`config.mk`:
```
export PLATFORM = sky130hd
export DESIGN_NAME = led_blink_pattern_generator
export DESIGN_NICKNAME = d
export VERILOG_FILES = /design/src/design/lbpg_pkg.sv /design/src/design/lbpg_stage.sv /design/src/design/lbpg_core.sv /design/src/design/led_blink_pattern_generator.sv
export SDC_FILE = /design/constraint.sdc
export NUM_CORES = 1
export LEC_CHECK = 0
export BUFFER_PORTS_ARGS = -buffer_cell sky130_fd_sc_hd__buf_2
export CAP_MARGIN = 25
export CORE_UTILIZATION = 45
export DETAILED_ROUTE_END_ITERATION = 8
export MAX_ROUTING_LAYER = met4
export PLACE_DENSITY_LB_ADDON = 0.08
export SYNTH_ARGS = -nofsm -noshare
export SYNTH_HDL_FRONTEND = slang
export SYNTH_HIERARCHICAL = 1
export SYNTH_SLANG_ARGS = --single-unit
```
`constraint.sdc`:
```
create_clock -name aclk -period 7.5 [get_ports aclk]
set_input_delay 0 -clock aclk [delete_from_list [all_inputs] [get_ports aclk]]
set_output_delay 0 -clock aclk [all_outputs]
set_load 0.01 [all_outputs]
```
`src/design/lbpg_pkg.sv`:
```
// Shared types and constants for the LED blink pattern generator.
package lbpg_pkg;

    localparam int SECTION_SLOTS_DEF = 16;
    localparam int TIME_BITS_DEF     = 32;
    localparam int EDGE_BITS         = 18;
    localparam int S_TDATA_W         = 128;
    localparam int M_TDATA_W         = 8;

    typedef enum logic [3:0] {
        OP_TICK         = 4'd0,
        OP_ON           = 4'd1,
        OP_OFF          = 4'd2,
        OP_TOGGLE       = 4'd3,
        OP_BLINK        = 4'd4,
        OP_BLINK_COUNT  = 4'd5,
        OP_TIMED_LEVEL  = 4'd6,
        OP_TIMED_TOGGLE = 4'd7,
        OP_LOAD_SECTION = 4'd8,
        OP_PLAY         = 4'd9,
        OP_STOP         = 4'd10
    } op_t;

    typedef enum logic [1:0] {
        MODE_MANUAL  = 2'd0,
        MODE_BLINK   = 2'd1,
        MODE_COUNTED = 2'd2,
        MODE_SEQ     = 2'd3
    } mode_t;

    typedef struct packed {
        logic [3:0]  operation;
        logic [31:0] on_duration;
        logic [31:0] off_duration;
        logic [15:0] repeat_count;
        logic        start_level;
        logic [3:0]  section_index;
        logic        section_level;
        logic [31:0] section_duration;
        logic [4:0]  sequence_length;
    } item_t;

    typedef struct packed {
        logic  logical_level;
        logic  pin_level;
        mode_t mode;
    } result_t;

endpackage

```
`src/design/lbpg_stage.sv`:
```
// Single-entry pipeline register with valid/ready handshake.
module lbpg_stage #(
    parameter int WIDTH = 8
) (
    input  logic             aclk,
    input  logic             aresetn,
    input  logic             s_valid,
    output logic             s_ready,
    input  logic [WIDTH-1:0] s_data,
    output logic             m_valid,
    input  logic             m_ready,
    output logic [WIDTH-1:0] m_data
);

    logic             valid_reg;
    logic [WIDTH-1:0] data_reg;

    // take a new beat when empty or when the held beat leaves this cycle
    assign s_ready = !valid_reg || m_ready;
    assign m_valid = valid_reg;
    assign m_data  = data_reg;

    always_ff @(posedge aclk) begin
        if (!aresetn) begin
            valid_reg <= 1'b0;
        end else if (s_valid && s_ready) begin
            valid_reg <= 1'b1;
        end else if (m_ready) begin
            valid_reg <= 1'b0;
        end
    end

    always_ff @(posedge aclk) begin
        if (s_valid && s_ready) begin
            data_reg <= s_data;
        end
    end

endmodule

```
`src/design/lbpg_core.sv`:
```
// Pattern state, section table and next-state logic for one command or tick.
module lbpg_core
    import lbpg_pkg::*;
#(
    parameter int SECTION_SLOTS = SECTION_SLOTS_DEF,
    parameter int TIME_BITS     = TIME_BITS_DEF
) (
    input  logic    aclk,
    input  logic    aresetn,
    input  logic    cfg_wr_en,
    input  logic    cfg_wr_data,
    input  logic    step,
    input  item_t   item,
    output result_t result
);

    localparam int POS_W = (SECTION_SLOTS > 1) ? $clog2(SECTION_SLOTS) : 1;
    localparam int LEN_W = $clog2(SECTION_SLOTS + 1);

    logic                 polarity_reg;
    logic                 level_reg,     level_next;
    mode_t                mode_reg,      mode_next;
    logic                 phase_on_reg,  phase_on_next;
    logic [TIME_BITS-1:0] high_reg,      high_next;
    logic [TIME_BITS-1:0] low_reg,       low_next;
    logic [TIME_BITS-1:0] elapsed_reg,   elapsed_next;
    logic [EDGE_BITS-1:0] edges_reg,     edges_next;
    logic [LEN_W-1:0]     len_reg,       len_next;
    logic [POS_W-1:0]     pos_reg,       pos_next;
    logic [15:0]          repeats_reg,   repeats_next;
    logic [TIME_BITS-1:0] wait_reg,      wait_next;

    logic [TIME_BITS:0]   sect_mem [SECTION_SLOTS];
    logic [TIME_BITS:0]   sect_rd_reg;
    logic [TIME_BITS:0]   sect_wr_data;
    logic [POS_W-1:0]     sect_wr_addr;
    logic                 sect_we;

    op_t                  op;
    logic [TIME_BITS-1:0] on_d;
    logic [TIME_BITS-1:0] off_d;
    logic [TIME_BITS-1:0] elapsed_inc;

    assign op          = op_t'(item.operation);
    assign on_d        = TIME_BITS'(item.on_duration);
    assign off_d       = TIME_BITS'(item.off_duration);
    assign elapsed_inc = (elapsed_reg == '1) ? elapsed_reg : elapsed_reg + 1'b1;

    assign sect_we      = step && (op == OP_LOAD_SECTION) &&
                          (32'(item.section_index) < 32'(SECTION_SLOTS));
    assign sect_wr_addr = POS_W'(item.section_index);
    assign sect_wr_data = {item.section_level, TIME_BITS'(item.section_duration)};

    always_comb begin
        logic [TIME_BITS-1:0] limit;
        logic [LEN_W-1:0]     pos_inc;
        logic                 st;

        level_next    = level_reg;
        mode_next     = mode_reg;
        phase_on_next = phase_on_reg;
        high_next     = high_reg;
        low_next      = low_reg;
        elapsed_next  = elapsed_reg;
        edges_next    = edges_reg;
        len_next      = len_reg;
        pos_next      = pos_reg;
        repeats_next  = repeats_reg;
        wait_next     = wait_reg;
        limit         = phase_on_reg ? high_reg : low_reg;
        pos_inc       = LEN_W'(pos_reg) + 1'b1;
        st            = (op == OP_TIMED_TOGGLE) ? !level_reg : item.start_level;

        if (step) begin
            unique case (op)
                OP_TICK: begin
                    if (mode_reg == MODE_BLINK || mode_reg == MODE_COUNTED) begin
                        if (limit > elapsed_inc) begin
                            elapsed_next = elapsed_inc;
                        end else begin
                            level_next    = !phase_on_reg;
                            phase_on_next = !phase_on_reg;
                            elapsed_next  = '0;
                            edges_next    = edges_reg - 1'b1;
                            if (mode_reg == MODE_COUNTED && edges_reg == EDGE_BITS'(1)) begin
                                mode_next = MODE_MANUAL;
                            end
                        end
                    end else if (mode_reg == MODE_SEQ) begin
                        if (wait_reg > elapsed_inc) begin
                            elapsed_next = elapsed_inc;
                        end else begin
                            // sect_rd_reg already holds the section at pos_reg
                            elapsed_next = '0;
                            level_next   = sect_rd_reg[TIME_BITS];
                            wait_next    = sect_rd_reg[TIME_BITS-1:0];
                            if (pos_inc >= len_reg) begin
                                pos_next = '0;
                                if (repeats_reg != '0) begin
                                    repeats_next = repeats_reg - 1'b1;
                                    if (repeats_reg == 16'd1) begin
                                        mode_next = MODE_MANUAL;
                                    end
                                end
                            end else begin
                                pos_next = POS_W'(pos_inc);
                            end
                        end
                    end
                end
                OP_ON: begin
                    mode_next  = MODE_MANUAL;
                    level_next = 1'b1;
                end
                OP_OFF: begin
                    mode_next  = MODE_MANUAL;
                    level_next = 1'b0;
                end
                OP_TOGGLE: begin
                    level_next = !level_reg;
                end
                OP_BLINK: begin
                    // ignore a repeat of the running blink
                    if (!(mode_reg == MODE_BLINK && high_reg == on_d && low_reg == off_d)) begin
                        high_next     = on_d;
                        low_next      = off_d;
                        mode_next     = MODE_BLINK;
                        phase_on_next = item.start_level;
                        level_next    = item.start_level;
                        edges_next    = '1;
                        elapsed_next  = '0;
                    end
                end
                OP_BLINK_COUNT: begin
                    high_next     = on_d;
                    low_next      = off_d;
                    mode_next     = MODE_COUNTED;
                    phase_on_next = item.start_level;
                    level_next    = item.start_level;
                    edges_next    = EDGE_BITS'({item.repeat_count, 1'b0}) - EDGE_BITS'(1)
                                    + EDGE_BITS'(!item.start_level);
                    elapsed_next  = '0;
                end
                OP_TIMED_LEVEL, OP_TIMED_TOGGLE: begin
                    if (st) begin
                        high_next = on_d;
                    end else begin
                        low_next = on_d;
                    end
                    mode_next     = MODE_COUNTED;
                    phase_on_next = st;
                    level_next    = st;
                    edges_next    = EDGE_BITS'(1);
                    elapsed_next  = '0;
                end
                OP_PLAY: begin
                    if (item.sequence_length != '0) begin
                        mode_next    = MODE_SEQ;
                        len_next     = (32'(item.sequence_length) > 32'(SECTION_SLOTS)) ?
                                       LEN_W'(SECTION_SLOTS) : LEN_W'(item.sequence_length);
                        repeats_next = item.repeat_count;
                        elapsed_next = '0;
                        pos_next     = '0;
                        wait_next    = '0;
                    end
                end
                OP_STOP: begin
                    if (mode_reg == MODE_SEQ) begin
                        mode_next = MODE_MANUAL;
                    end
                end
                default: begin
                    // load_section writes the table only; unknown codes do nothing
                end
            endcase
        end
    end

    assign result.logical_level = level_next;
    assign result.pin_level     = level_next ^ polarity_reg;
    assign result.mode          = mode_next;

    always_ff @(posedge aclk) begin
        if (!aresetn) begin
            polarity_reg <= 1'b0;
            level_reg    <= 1'b0;
            mode_reg     <= MODE_MANUAL;
            phase_on_reg <= 1'b1;
            high_reg     <= '0;
            low_reg      <= '0;
            elapsed_reg  <= '0;
            edges_reg    <= '1;
            len_reg      <= '0;
            pos_reg      <= '0;
            repeats_reg  <= '0;
            wait_reg     <= '0;
        end else begin
            if (cfg_wr_en) begin
                polarity_reg <= cfg_wr_data;
            end
            level_reg    <= level_next;
            mode_reg     <= mode_next;
            phase_on_reg <= phase_on_next;
            high_reg     <= high_next;
            low_reg      <= low_next;
            elapsed_reg  <= elapsed_next;
            edges_reg    <= edges_next;
            len_reg      <= len_next;
            pos_reg      <= pos_next;
            repeats_reg  <= repeats_next;
            wait_reg     <= wait_next;
        end
    end

    always_ff @(posedge aclk) begin
        if (sect_we) begin
            sect_mem[sect_wr_addr] <= sect_wr_data;
        end
    end

    // prefetch the section at the next position; forward a same-cycle write
    always_ff @(posedge aclk) begin
        if (sect_we && sect_wr_addr == pos_next) begin
            sect_rd_reg <= sect_wr_data;
        end else begin
            sect_rd_reg <= sect_mem[pos_next];
        end
    end

`ifndef NO_ASSERTIONS
    a_on_sets_manual_high: assert property (@(posedge aclk) disable iff (!aresetn)
        step && op == OP_ON |=> mode_reg == MODE_MANUAL && level_reg)
        else $error("on command did not leave manual high");

    a_play_enters_seq: assert property (@(posedge aclk) disable iff (!aresetn)
        step && op == OP_PLAY && item.sequence_length != '0 |=> mode_reg == MODE_SEQ)
        else $error("play did not enter sequence mode");

    a_pos_in_range: assert property (@(posedge aclk) disable iff (!aresetn)
        mode_reg == MODE_SEQ |-> LEN_W'(pos_reg) < len_reg)
        else $error("table position beyond sequence length");

    a_idle_holds: assert property (@(posedge aclk) disable iff (!aresetn)
        !step && aresetn |=> $stable(level_reg) && $stable(mode_reg) && $stable(elapsed_reg))
        else $error("state changed without a beat");
`endif

endmodule

```
`src/design/led_blink_pattern_generator.sv`:
```
// Top level of the LED blink pattern generator: stream ports and pipeline.
//
// Each beat on the s_ side is one command or one time tick; for every beat one
// result beat (logical level, pin level, mode) appears on the m_ side. A beat
// passes an input register, then one step of the pattern logic updates the
// state and loads the result register, so the block accepts one beat per
// clock while m_ is not stalled. Each result reaches m_ through the input
// register and then the result register. The section table is a
// SECTION_SLOTS-entry memory whose next entry is prefetched each cycle, so
// playback keeps the full rate. Slots are undefined until loaded.
// cfg_wr_en/cfg_wr_data set the output polarity and may be written only
// while no beat is in flight.
module led_blink_pattern_generator
    import lbpg_pkg::*;
#(
    parameter int SECTION_SLOTS = SECTION_SLOTS_DEF,
    parameter int TIME_BITS     = TIME_BITS_DEF
) (
    input  logic                 aclk,
    input  logic                 aresetn,
    input  logic                 cfg_wr_en,
    input  logic                 cfg_wr_data,
    input  logic                 s_tvalid,
    output logic                 s_tready,
    // [31:0] on_duration, [63:32] off_duration, [79:64] repeat_count,
    // [80] start_level, [84:81] section_index, [85] section_level,
    // [117:86] section_duration, [122:118] sequence_length, rest zero
    input  logic [S_TDATA_W-1:0] s_tdata,
    // [3:0] operation
    input  logic [3:0]           s_tuser,
    output logic                 m_tvalid,
    input  logic                 m_tready,
    // [0] logical_level, [1] pin_level, [3:2] mode, rest zero
    output logic [M_TDATA_W-1:0] m_tdata
);

    item_t   in_item;
    item_t   held_item;
    result_t step_result;
    result_t out_result;
    logic    held_valid;
    logic    out_ready;
    logic    step;

    always_comb begin
        in_item.operation        = s_tuser;
        in_item.on_duration      = s_tdata[31:0];
        in_item.off_duration     = s_tdata[63:32];
        in_item.repeat_count     = s_tdata[79:64];
        in_item.start_level      = s_tdata[80];
        in_item.section_index    = s_tdata[84:81];
        in_item.section_level    = s_tdata[85];
        in_item.section_duration = s_tdata[117:86];
        in_item.sequence_length  = s_tdata[122:118];
    end

    lbpg_stage #(
        .WIDTH($bits(item_t))
    ) u_in_stage (
        .aclk    (aclk),
        .aresetn (aresetn),
        .s_valid (s_tvalid),
        .s_ready (s_tready),
        .s_data  (in_item),
        .m_valid (held_valid),
        .m_ready (out_ready),
        .m_data  (held_item)
    );

    // advance the pattern state when the held beat moves into the result register
    assign step = held_valid && out_ready;

    lbpg_core #(
        .SECTION_SLOTS (SECTION_SLOTS),
        .TIME_BITS     (TIME_BITS)
    ) u_core (
        .aclk        (aclk),
        .aresetn     (aresetn),
        .cfg_wr_en   (cfg_wr_en),
        .cfg_wr_data (cfg_wr_data),
        .step        (step),
        .item        (held_item),
        .result      (step_result)
    );

    lbpg_stage #(
        .WIDTH($bits(result_t))
    ) u_out_stage (
        .aclk    (aclk),
        .aresetn (aresetn),
        .s_valid (held_valid),
        .s_ready (out_ready),
        .s_data  (step_result),
        .m_valid (m_tvalid),
        .m_ready (m_tready),
        .m_data  (out_result)
    );

    assign m_tdata = {4'b0000, out_result.mode, out_result.pin_level,
                      out_result.logical_level};

endmodule

```
==> results.md, run 1 <==
- The number of placed instances, taps included, is 3555.
- The region available for standard cell placement spans a little under 80000 µm².
- Entering global routing, the biggest net connects 83 pins.
- The number of buffers created by CTS is 91.
- The final hold violation count came to 0.
- Of all nets on the critical path, the largest fanout is 22.
- The worst setup path is launched from a register.
- The final hold slack is ~0.042 ns.
- The clock tree synthesis step divided the H-tree into 3 levels.
- The final worst-path cycle share is 83.57%.
- The register name with the most flops is u_core/sect_mem.
- The worst setup path is of the reg2reg kind.
- For this run, the post-layout net count is 2949.
- The number of different library cells used by synthesis comes to 87.
- The flow ran to the end, and the final reports show no timing, DRC or antenna violations.
- The register with the most flip-flops in the layout has roughly 530 of them.
- The total overflow left after global routing is 0.
- The overall routing resource usage is ~23%.
- The area added between synthesis and finish is 17.60%.
- The number of enable flip-flop cells after synthesis is between 600 and 700.
- After detailed placement, the total cell area comes to roughly 38000 µm².
- Each instance of the synthesized netlist takes up on average 14.67 µm².
- The total power after layout is between 10 and 15 mW.
- The highest clock frequency the design can meet is approximately 160 MHz.
- The congestion estimate from routability-driven global placement came to roughly 0.9.
- The clock tree from TritonCTS is yes.
- The cell count after synthesis is 2459.
- Before CTS, the worst setup slack after placement is 1.219 ns.
- Setup total negative slack on the finished layout was measured at 0 ns.
- The starting DRC count in detailed routing is approximately 1700.
- The worst clock skew on the final layout is between 0.03 and 0.04 ns.
- After layout, the minimum clock period comes to between 6 and 7 ns.
- The vertical extent of the die is 285.1 µm.
- 0 antenna diodes ended up in the layout.
- The first global-routing pass estimated around 140000 µm of wire.
- The die covers about 81000 µm².
- The detailed-route wire length per cell is roughly 23 µm.
- After clock tree synthesis, the clock-pin slew on the worst setup and hold paths is ~0.06 ns.
- Setup repair after global routing left no endpoint under its margin.
- Once the floorplan was initialized, standard cells occupied between 40% and 50% of the core.
- The worst max-slew margin expressed relative to the limit is between 30% and 40%.
- The final setup violation count is 0.
- The insertion delay to the later sink of the worst-skew pair is 0.66 ns.
- The total standard cell area after synthesis is 36080 µm².
- The number of antenna violations at the first check in global routing is 0.
- The count of buffers added on input and output ports is about 140.
- After detailed routing, the number of vias per cell comes to 5.756.
- Summed over all cells, the static leakage comes to between 10 and 15 nW.
- The proportion of register bits with asynchronous set or reset after synthesis is 0%.
- Once detailed placement completed, the half-perimeter wirelength came to 53540 µm.
- The max-slew violation count was 0.
- The worst voltage drop across the vdd grid is around 0.00018 V.
- The number of vias in the routed layout is 22230.
- The via count of the first global-routing pass is around 22000.
- The portion of the post-synthesis area used by sequential elements is between 60% and 70%.
- The critical path data required time is between 8 and 9 ns.
- The DRC violation count after routing is 0.
- Yosys printed 6 warnings.
- After clock tree synthesis, the repair step resized 0 gates.
- The number of iterations in the first detailed-routing pass is 7.
- STA classifies the critical path endpoint as a register.
- After routing the design area is approximately 42000 µm².
- The slew at the pin with the worst max-slew slack is just over 1 ns.
- The count of boundary I/O pins is about 150.
- Once routing completed, OpenROAD measured the worst setup slack at roughly 1.2 ns.
- The arrival time at the worst endpoint is 6.78 ns.
- The path type of the worst min-delay path is in2reg.
- After synthesis the netlist holds a flip-flop and latch count of between 800 and 900.
- The dominant register cell in the synthesized netlist is edfxtp_1.
- After floorplanning, the core was divided into 103 placement rows.
- The non-filler instance count after layout is a little under 4000.
- The root buffer cell is clkbuf_16.
- The floorplan die width is roughly 290 µm.
- The number of buffers inserted by hold repair at cts is between 100 and 150.
- In this run the power density over the cells is 235.8 nW/µm².
- The utilization after layout is between 50 and 60%.
- The number of setup buffers added after CTS is 0.
- The layout filler cell count is 6543.
- The count of nets left with antenna violations once routing finished came out at 0.
- Cells with a size suffix above 1 make up about a fifth of the layout.
- The number of maximum-capacitance violations is 0.
- The number of sinks handled by clock tree synthesis is approximately 840.
- The final wirelength is ~89000 µm.
- The maximum count of clock buffers along a single path is 3.
[cells by family after synthesis]
| group | count (synthesis) | share of synthesized area, % |
|---|---|---|
| compound gates | 388 | 7.183 |
| xor+xnor | 87 | 2.188 |
| fa+ha+maj | 73 | 2.532 |
| buf+inv | 179 | 1.991 |
| flops | 841 | 64.95 |
| mux | 225 | 12.07 |
| other cells | 1 | 0.01039 |
| simple gates | 665 | 9.080 |
[layout by cell type (no fill, tap or decap), types with 36 or more instances in the layout]
cell type	Yosys	final
xor2_1	36	36
clkbuf_16	0	92
buf_4	5	41
mux4_2	165	165
nand2b_1	46	46
dlygate4sd3_1	0	138
dfxtp_1	182	178
nor2_1	167	155
ha_1	73	73
inv_1	42	42
nand2_1	162	161
edfxtp_1	659	659
a311oi_1	51	51
nor3_1	47	43
o21ai_0	58	58
xnor2_1	49	49
a21oi_1	146	146
nand3_1	101	101
buf_2	15	138
[report_power, final]
group	switching (mW)	internal [mW]	leakage, nW	total (mW)
combinational	0.209	0.169	5.33	0.377
clock	1.87	2.58	1.44	4.44
sequential	0.0904	5.09	7.50	5.18
total	2.17	7.84	14.3	10.0
[Yosys cell counts, types with 10 or more instances]
library cell	count	area, µm²
edfxtp_1	659	19790
dfxtp_1	182	3643
nor2_1	167	626.9
mux4_2	165	3716
nand2_1	162	608.1
a21oi_1	146	730.7
nand3_1	101	505.5
clkbuf_1	98	367.9
ha_1	73	913.4
o21ai_0	58	290.3
a311oi_1	51	446.7
xnor2_1	49	429.2
nor3_1	47	235.2
nand2b_1	46	287.8
inv_1	42	157.7
xor2_1	36	315.3
mux2i_1	31	310.3
mux2_2	29	326.6
nand4_1	23	143.9
a31oi_1	22	137.6
nor4_1	19	118.9
a211oi_1	16	120.1
buf_1	16	60.06
and2_1	15	93.84
buf_2	15	75.07
and3_1	13	81.33
nor2b_1	13	81.33
or3_1	12	75.07
o211ai_1	11	82.58
or2_2	11	68.82
a21o_1	10	75.07
[path summary, 6_finish.rpt]
check / cells past startpoint / to / from / slack [ns]
max: 21 / u_core/repeats_reg[12] / u_core/elapsed_reg[2] / 1.23
min: 2 / u_in_stage/m_data[32] / s_tdata[113] / 0.04
max reg2reg: 21 / u_core/repeats_reg[12] / u_core/elapsed_reg[2] / 1.23
min reg2reg: 2 / u_core/wait_reg[22] / u_core/wait_reg[22] / 0.46
[layer usage]
metal | GRT usage (%) | vias up | share of wire (%)
met5 | - | - | 0
met4 | 6.725 | 0 | 2.8
met3 | 2.680 | 142 | 4.2
met2 | 36.82 | 576 | 49
met1 | 30.04 | 11372 | 44
li1 | - | 10140 | -
[critical path, cell delays in order, from the launching register on]
cell       delay [ns]
dfxtp_1          0.38
and3_1           0.22
and4_1           0.35
a311oi_1         0.51
nand3_1          0.23
or4_1            0.61
nor2_1           0.24
nand2_1          0.10
and2_1           0.19
nor2_1           0.23
ha_1             0.30
o21ai_0          0.15
o21ai_0          0.09
o211ai_1         0.11
a21oi_1          0.10
or4_4            0.58
nor3_1           0.39
nor3_4           0.16
o41ai_4          0.35
buf_4            0.32
nor2_1           0.08
a2111oi_1        0.41
[layout make-up]
cell class	instances	area (µm²)	area share, %
clock buffer	116	2420	5.704
clock inverter	51	555.5	1.309
inverter	43	163.9	0.3863
multi-input combinational	1442	12100	28.53
sequential	841	23440	55.26
tap	1050	1314	3.097
timing repair buffer	319	2427	5.721
(Power assumes the default switching activity.)
==> run 2, diff against run 1 <==
Clock period 7.5 ns to 5.18 ns, I/O delays scaled along.
==> run 2 against run 1 <==
Total power increased by 46%. Worst hold slack better by 0.0091 ns. Register-to-register slack worse by 1.1 ns. Non-clock buffer count grew 103. Final area is 3.4% higher. Core utilization is 1.8 points higher. Largest power group unchanged. Highest routed layer unchanged.
==> results.md, run 2 (same netlist as run 1, synthesis figures left out) <==
- IR analysis of the VDD net gives a maximum drop of 0.0002913 V.
- Headroom to the max-slew limit came out at slightly below 30%.
- The final layout contains routed wiring with a total length of about 91000 µm.
- OpenSTA, run right after detailed placement, puts the worst setup slack at -0.1095 ns.
- The insertion delay to the later sink of the worst-skew pair is around 0.66 ns.
- The slew at the pin with the worst max-slew slack is between 1 and 1.5 ns.
- The analysis attributes to net switching a power of around 3.1 mW.
- Internal power comes to about 11 mW.
- For the final database, setup skew stands at about 0.036 ns.
- The start point of the critical path is u_core/elapsed_reg[23].
- The beginning of the worst register-to-register path is u_core/elapsed_reg[23].
- Entering global routing, the biggest net connects 128 pins.
- The number of antenna diodes in the final layout is 0.
- The number of buffers created by CTS is between 90 and 100.
- For this run, design rule violations remaining after detail routing come to 0.
- Clock-pin slew was measured on the worst setup and hold paths at 0.06 ns.
- The die covers between 80000 and 90000 µm².
- The flow ran to the end, and the final reports show no timing, DRC or antenna violations.
- The via count of the first global-routing pass is approximately 23000.
- The maximum count of clock buffers along a single path is 3.
- At the end of routability-driven placement, the weighted congestion stood at 0.9033.
- The path class of the tightest hold or removal check is in2reg.
- The starting DRC count in detailed routing is 1753.
- The post-route netlist has between 20% and 30% of its cells at a drive strength greater than 1.
- The remaining global-route overflow is 0.
- TritonCTS built the clock tree.
- The number of maximum-capacitance violations is 0.
- Including well taps, the total number of placed cells is between 3000 and 4000.
- The max-slew violation count is 0.
- The layout filler cell count is 6423.
- The sum of net half-perimeters after detailed placement is between 50000 and 60000 µm.
- In this run the clock root is driven by a clkbuf_16.
- Summing over every cut layer, the via total after detailed routing is around 23000.
- The final-stage net count is approximately 3000.
- The die is 285.1 µm wide.
- At the worst endpoint, the arrival time is between 5 and 6 ns.
- In this run, the clock network consumes 44.7% of the power.
- The area added between synthesis and finish is 21.54%.
- The post-route minimum period is slightly above 5 ns.
- Net switching is between 20% and 30% of the power.
- In this run the tool buffered the top-level ports with approximately 140 buffer cells.
- The routed via count divided by cell count is 5.703.
- The final worst-path cycle share is around 97%.
- Leaving out fill and tap cells, the most frequent cells in the layout are edfxtp_1, dfxtp_1, mux4_2.
- At the worst endpoint, the required time is about 5.6 ns.
- The overall routing resource usage is roughly 23%.
- The total area inside the core boundary comes to between 70000 and 80000 µm².
- The sequential fraction of design power is between 50% and 60%.
- The worst setup path is of the reg2reg kind.
- The capturing element type of the critical path is a register.
- The number of antenna violations at the first check in global routing came to 0.
- The die is between 200 and 300 µm tall.
- The peak fanout along the critical path is 3.
- The floorplan has 103 rows.
- Timing would allow up to slightly below 200 MHz.
- The first-pass GRT wire length is between 100000 and 150000 µm.
- The final setup violation count is 0.
- STA classifies the critical path startpoint as a register.
- Dividing total power by cell area gives a power density of approximately 330 nW/µm².
- The worst path meets setup with around 0.15 ns of slack.
- The library cell used most frequently in the layout, excluding fill and tap cells, is edfxtp_1.
- The initial utilization of the core area, before any placement, comes to between 40 and 50%.
- The startpoint of the tightest hold check path is s_tdata[95].
- Once detail routing completed, the nets flagged for antenna violations numbered 0.
- The number of flip-flops in the largest register is about 530.
- During I/O placement, the number of pins put on the boundary was between 100 and 150.
- Counting flops per register, the top entry is u_core/sect_mem.
- The non-filler instance count after layout is a little under 4000.
- The pre-antenna-repair detailed-routing pass consisted of 6 iterations.
- CTS saw between 800 and 900 sinks.
- The part of the total power dissipated in combinational logic is roughly 4%.
- The detailed-route wire length per cell is roughly 23 µm.
- The final hold violation count is 0.
- The H-tree generated during clock tree synthesis spans 3 levels.
- The leakage power of the design is between 10 and 15 nW.
-- run 2: changes by cell type in the layout (fill, tap and decap cells not counted), moves of 5 or more --
cell / change
nor2_1: -7
buf_4: +90
dfxtp_2: +5
a21oi_2: +10
a21oi_1: -10
xnor2_1: -7
buf_12: +12
clkbuf_1: +6
dfxtp_1: -6
nand3_1: -10
nand3_2: +8
clkinv_1: -7
xnor2_2: +6
-- run 2: power by group through the flow --
stage	Sequential (mW)	Combinational (mW)	Clock [mW]
6_report	7.50	0.583	6.54
5_1_grt	7.52	0.634	6.94
4_1_cts	7.50	0.571	6.69
3_5_place_dp	7.64	0.486	0
3_3_place_gp	7.64	0.477	0
2_1_floorplan	7.59	0.297	0
-- run 2: metrics by stage --
stage / TNS [ns] / hold slack (ns) / area [µm²] / utilization (%) / power [mW]
3_5_place_dp: -0.4278 / 0.1781 / 38920 / 49.19 / 8.130
4_1_cts: -0.01394 / 0.001457 / 43310 / 54.74 / 14.76
3_3_place_gp: -0.3745 / 0.1766 / 38890 / 49.15 / 8.114
6_report: 0 / 0.05144 / 43850 / 55.41 / 14.62
2_1_floorplan: 0 / 0.09887 / 36090 / - / 7.888
5_1_grt: -0.03278 / 0.02324 / 43850 / 55.41 / 15.09
-- run 2: per-layer routing --
| layer | share of wire (%) | global-route usage, % |
|---|---|---|
| met5 | 0 | - |
| met4 | 2.5 | 6.176 |
| met3 | 4.9 | 3.784 |
| met2 | 49 | 37.36 |
| met1 | 43 | 29.75 |
-- run 2: final cells by class --
type	instances	area [µm²]	share of cell area (%)
clock inverter	47	594.3	1.355
timing repair buffer	422	3401	7.756
inverter	43	163.9	0.3738
sequential	841	23450	53.49
multi-input combinational	1442	12480	28.47
tap	1050	1314	2.996
clock buffer	120	2439	5.561
-- run 2: path summary, 6_finish.rpt --
kind,depth (start not counted),slack [ns],endpoint
hold reg to reg,2,0.47,u_core/wait_reg[24]
hold / removal,2,0.05,u_in_stage/m_data[14]
setup / recovery,21,0.15,u_out_stage/m_data[2]
setup reg to reg,21,0.15,u_out_stage/m_data[2]
-- run 2: critical path, stage by stage, from the launching register on --
cell       delay, ns
dfxtp_1         0.38
nand4_4         0.16
nor4_4          0.42
a311oi_2        0.17
buf_4           0.17
buf_4           0.13
and2_1          0.18
nand2_1         0.08
xor2_1          0.09
buf_4           0.16
ha_1            0.27
nand3_1         0.10
or3_1           0.41
or3_4           0.42
a21oi_1         0.13
a2111oi_0       0.07
or3b_4          0.44
and3_1          0.21
o311ai_0        0.31
o221ai_1        0.19
buf_4           0.19
xnor2_1         0.12
-- run 2: what timing repair did --
item	4_1_cts	5_1_grt
endpoints found under the setup margin	50	107
hold buffers	134	0
endpoints found under the hold margin	160	0
resized for setup	5	79
buffers inserted	0	9
pin swaps	1	42
gates cloned	0	4
==> run 3, diff against run 2 <==
Settings changed: PLACE_DENSITY from default to 0.73, PLACE_DENSITY_LB_ADDON 0.08 to default.
==> run 3 against run 2 <==
Sequential power about the same. Register-to-register slack worse by 0.05 ns. First-iteration DRC count up 30%. Critical path depth unchanged. Flip-flop and latch count unchanged. Combinational power about the same. Fmax down 0.99%. Wire length down 0.99%. Clock power about the same.
==> results.md, run 3 (same netlist as run 1, synthesis figures left out) <==
- In this run the remaining antenna-violating nets after routing total 0.
- The core footprint is around 80000 µm².
- The fraction of final layout cells with drive strength greater than 1 is between 20% and 30%.
- The DRC violation count after routing is 0.
- Summed over all cells, the static leakage comes to approximately 15 nW.
- After legalization and detailed placement, the total HPWL measured 54350 µm.
- The post-route minimum period is just over 5 ns.
- The worst setup path endpoint is u_core/repeats_reg[13].
- The library cells used most frequently in the layout, excluding fill and tap cells, are edfxtp_1, dfxtp_1, mux4_2.
- The slew at the pin with the worst max-slew slack is roughly 0.98 ns.
- For met2 alone, demand over resource in global routing was 36.97%.
- Along the worst path, the maximum fanout reaches 6.
- The path type of the worst min-delay path is in2reg.
- In this run the power density over the cells is around 330 nW/µm².
- The area growth from synthesis to layout is 21.02%.
- The number of inserted diodes is 0.
- The critical path data required time is 5.71 ns.
- The root buffer cell chosen for the clock tree is clkbuf_16.
- The via count of the first global-routing pass is between 20000 and 25000.
- The worst hold path passes through 2 cells.
- The post-placement cell area is between 30000 and 40000 µm².
- For met1 alone, demand over resource in global routing was 29.26%.
- For this configuration, the core starts out at a cell density of roughly 46%.
- The number of sinks handled by clock tree synthesis is about 840.
- Using the TritonRoute via totals, the vias-per-cell ratio works out to roughly 5.9.
- The worst clock skew on the final layout is 0.05331 ns.
- The most critical setup path has its startpoint at u_core/elapsed_reg[11].
- In this run the critical register-to-register path is captured at u_core/repeats_reg[13].
- Counting along the longest clock path gives a buffer depth of 3.
- The layout filler cell count is just over 6000.
- Dividing the detail-routed wire length by the instance count gives about 23 µm.
- The cell area after layout is between 40000 and 50000 µm².
- The largest net degree at the start of global routing is roughly 130.
- The reg2reg setup slack is a little over 0.1 ns.
- For this block, the initial DRC count from the detailed router was between 2000 and 2500.
- The highest clock frequency the design can meet is around 200 MHz.
- The run finished with clean final reports.
- The insertion delay to the later sink of the worst-skew pair is 0.67 ns.
- Ranked by flip-flop count, first place goes to u_core/sect_mem.
- The final hold violation count is 0.
- The register with the most flip-flops in the layout has about 530 of them.
- The number of port buffers is 138.
- After floorplanning, the core was divided into 103 placement rows.
- The final worst-path cycle share is ~100%.
- The floorplan step defined a die boundary enclosing about 81000 µm².
- Counting the buffers created by CTS gives roughly 90.
- TritonCTS built the clock tree.
- The kind of launch point of the worst setup path is a register.
- The leading cell type in the layout, fill and taps excluded is edfxtp_1.
- Clock-pin slew was measured on the worst setup and hold paths at approximately 0.060 ns.
- Across the run, the number of max-cap violations was 0.
- For this run, global-route usage on met3 was measured as 3.488%.
- Wires add up to between 90000 and 100000 µm.
- The final weighted congestion in routability-driven placement is 0.9053.
- The number of antenna violations at the first check in global routing was 0.
- The arrival time at the worst endpoint is 5.60 ns.
- For this run, the total global-route usage over all layers was measured as around 23%.
- The floorplan step set the die height to approximately 290 µm.
- The setup path with the least slack is of type reg2reg.
- The first TritonRoute pass finished after 5 iterations.
- The final setup violation count is 0.
- Headroom to the max-slew limit came out at about a third.
- The worst voltage drop across the vdd grid is approximately 0.0003 V.
- The most congested layer reported by global routing is met2.
- Setup repair after global routing could not meet its margin everywhere.
- In this run the horizontal extent of the chip is about 290 µm.
- In this run the critical register-to-register path is launched from u_core/elapsed_reg[11].
- about 150 I/O pins were placed.
- The first global-routing pass estimated around 140000 µm of wire.
- The number of levels in the clock H-tree is 3.
- The number of vias in the routed layout is ~23000.
- The worst setup path is captured at a register.
- The remaining global-route overflow is 0.
- The number of cells traversed by the worst register-to-register path is 21.
- The max-slew violation count is 0.
- Overall power consumption after layout is estimated at approximately 15 mW.
- The final-stage net count is roughly 3000.
run 3: area by class of cell:
| cell class | count | area, µm² | area share [%] |
|---|---|---|---|
| Clock inverter | 58 | 729.5 | 1.671 |
| Inverter | 43 | 163.9 | 0.3754 |
| Clock buffer | 106 | 2301 | 5.270 |
| Sequential cell | 841 | 23450 | 53.70 |
| Tap cell | 1050 | 1314 | 3.009 |
| Multi-Input combinational cell | 1442 | 12340 | 28.27 |
| Timing Repair Buffer | 420 | 3366 | 7.709 |
run 3: repair_timing:
action                                  4_1_cts  5_1_grt
hold buffers                                134        0
cloned                                        0        4
endpoints found under the setup margin       27      107
hold endpoints to repair                    160        0
setup buffers                                 0       13
pin swaps                                     1       39
resized for setup                             7       54
run 3: worst max-delay path, cell delays in order, from the launching register on:
cell	delay, ns
dfxtp_1	0.31
and3_1	0.21
and4_4	0.20
a311oi_2	0.24
nand3_1	0.18
or4_4	0.60
buf_6	0.15
nor2_4	0.10
xnor2_2	0.09
ha_1	0.33
a21oi_1	0.13
nand2_1	0.07
a221oi_2	0.24
nor3_1	0.07
or4_4	0.61
a2111oi_4	0.43
nor3_4	0.09
o41ai_4	0.28
buf_4	0.19
buf_12	0.12
o21ai_4	0.05
a221oi_2	0.27
run 3: worst min path at each step:
stage	endpoint	startpoint	slack, ns
2_1_floorplan	u_in_stage/m_data[0]	s_tdata[118]	0.1
3_3_place_gp	u_in_stage/m_data[7]	s_tdata[88]	0.18
3_5_place_dp	u_in_stage/m_data[15]	s_tdata[96]	0.18
4_1_cts	u_in_stage/m_data[25]	s_tdata[106]	0.01
5_1_grt	u_in_stage/m_data[26]	s_tdata[107]	0.02
6_report	u_in_stage/m_data[10]	s_tdata[91]	0.05
run 3: power by group:
part,switching [mW],leakage (nW),internal (mW)
Clock,2.70,1.46,3.81
Combinational,0.316,5.93,0.265
Sequential,0.136,7.50,7.37
run 3: metrics by stage:
stage | setup TNS [ns] | std cells | hold slack [ns] | utilization, % | setup WS [ns]
finish | 0 | 3960 | 0.05091 | 55.18 | 0.1029
floorplan | 0 | 2462 | 0.09887 | - | 0.01771
global route | -2.508 | 3960 | 0.02421 | 55.18 | -0.1489
global placement | -0.03110 | 3644 | 0.1769 | 49.04 | -0.03110
CTS | 0 | 3942 | 0.01500 | 54.62 | 0.009111
detailed placement | -0.2317 | 3644 | 0.1781 | 49.04 | -0.06027
run 3: metal layers:
| metal | wire length, µm | up-vias |
|---|---|---|
| li1 | - | 10324 |
| met1 | 36910 | 11737 |
| met2 | 44800 | 947 |
| met3 | 6084 | 187 |
| met4 | 2751 | 0 |
| met5 | 0 | - |
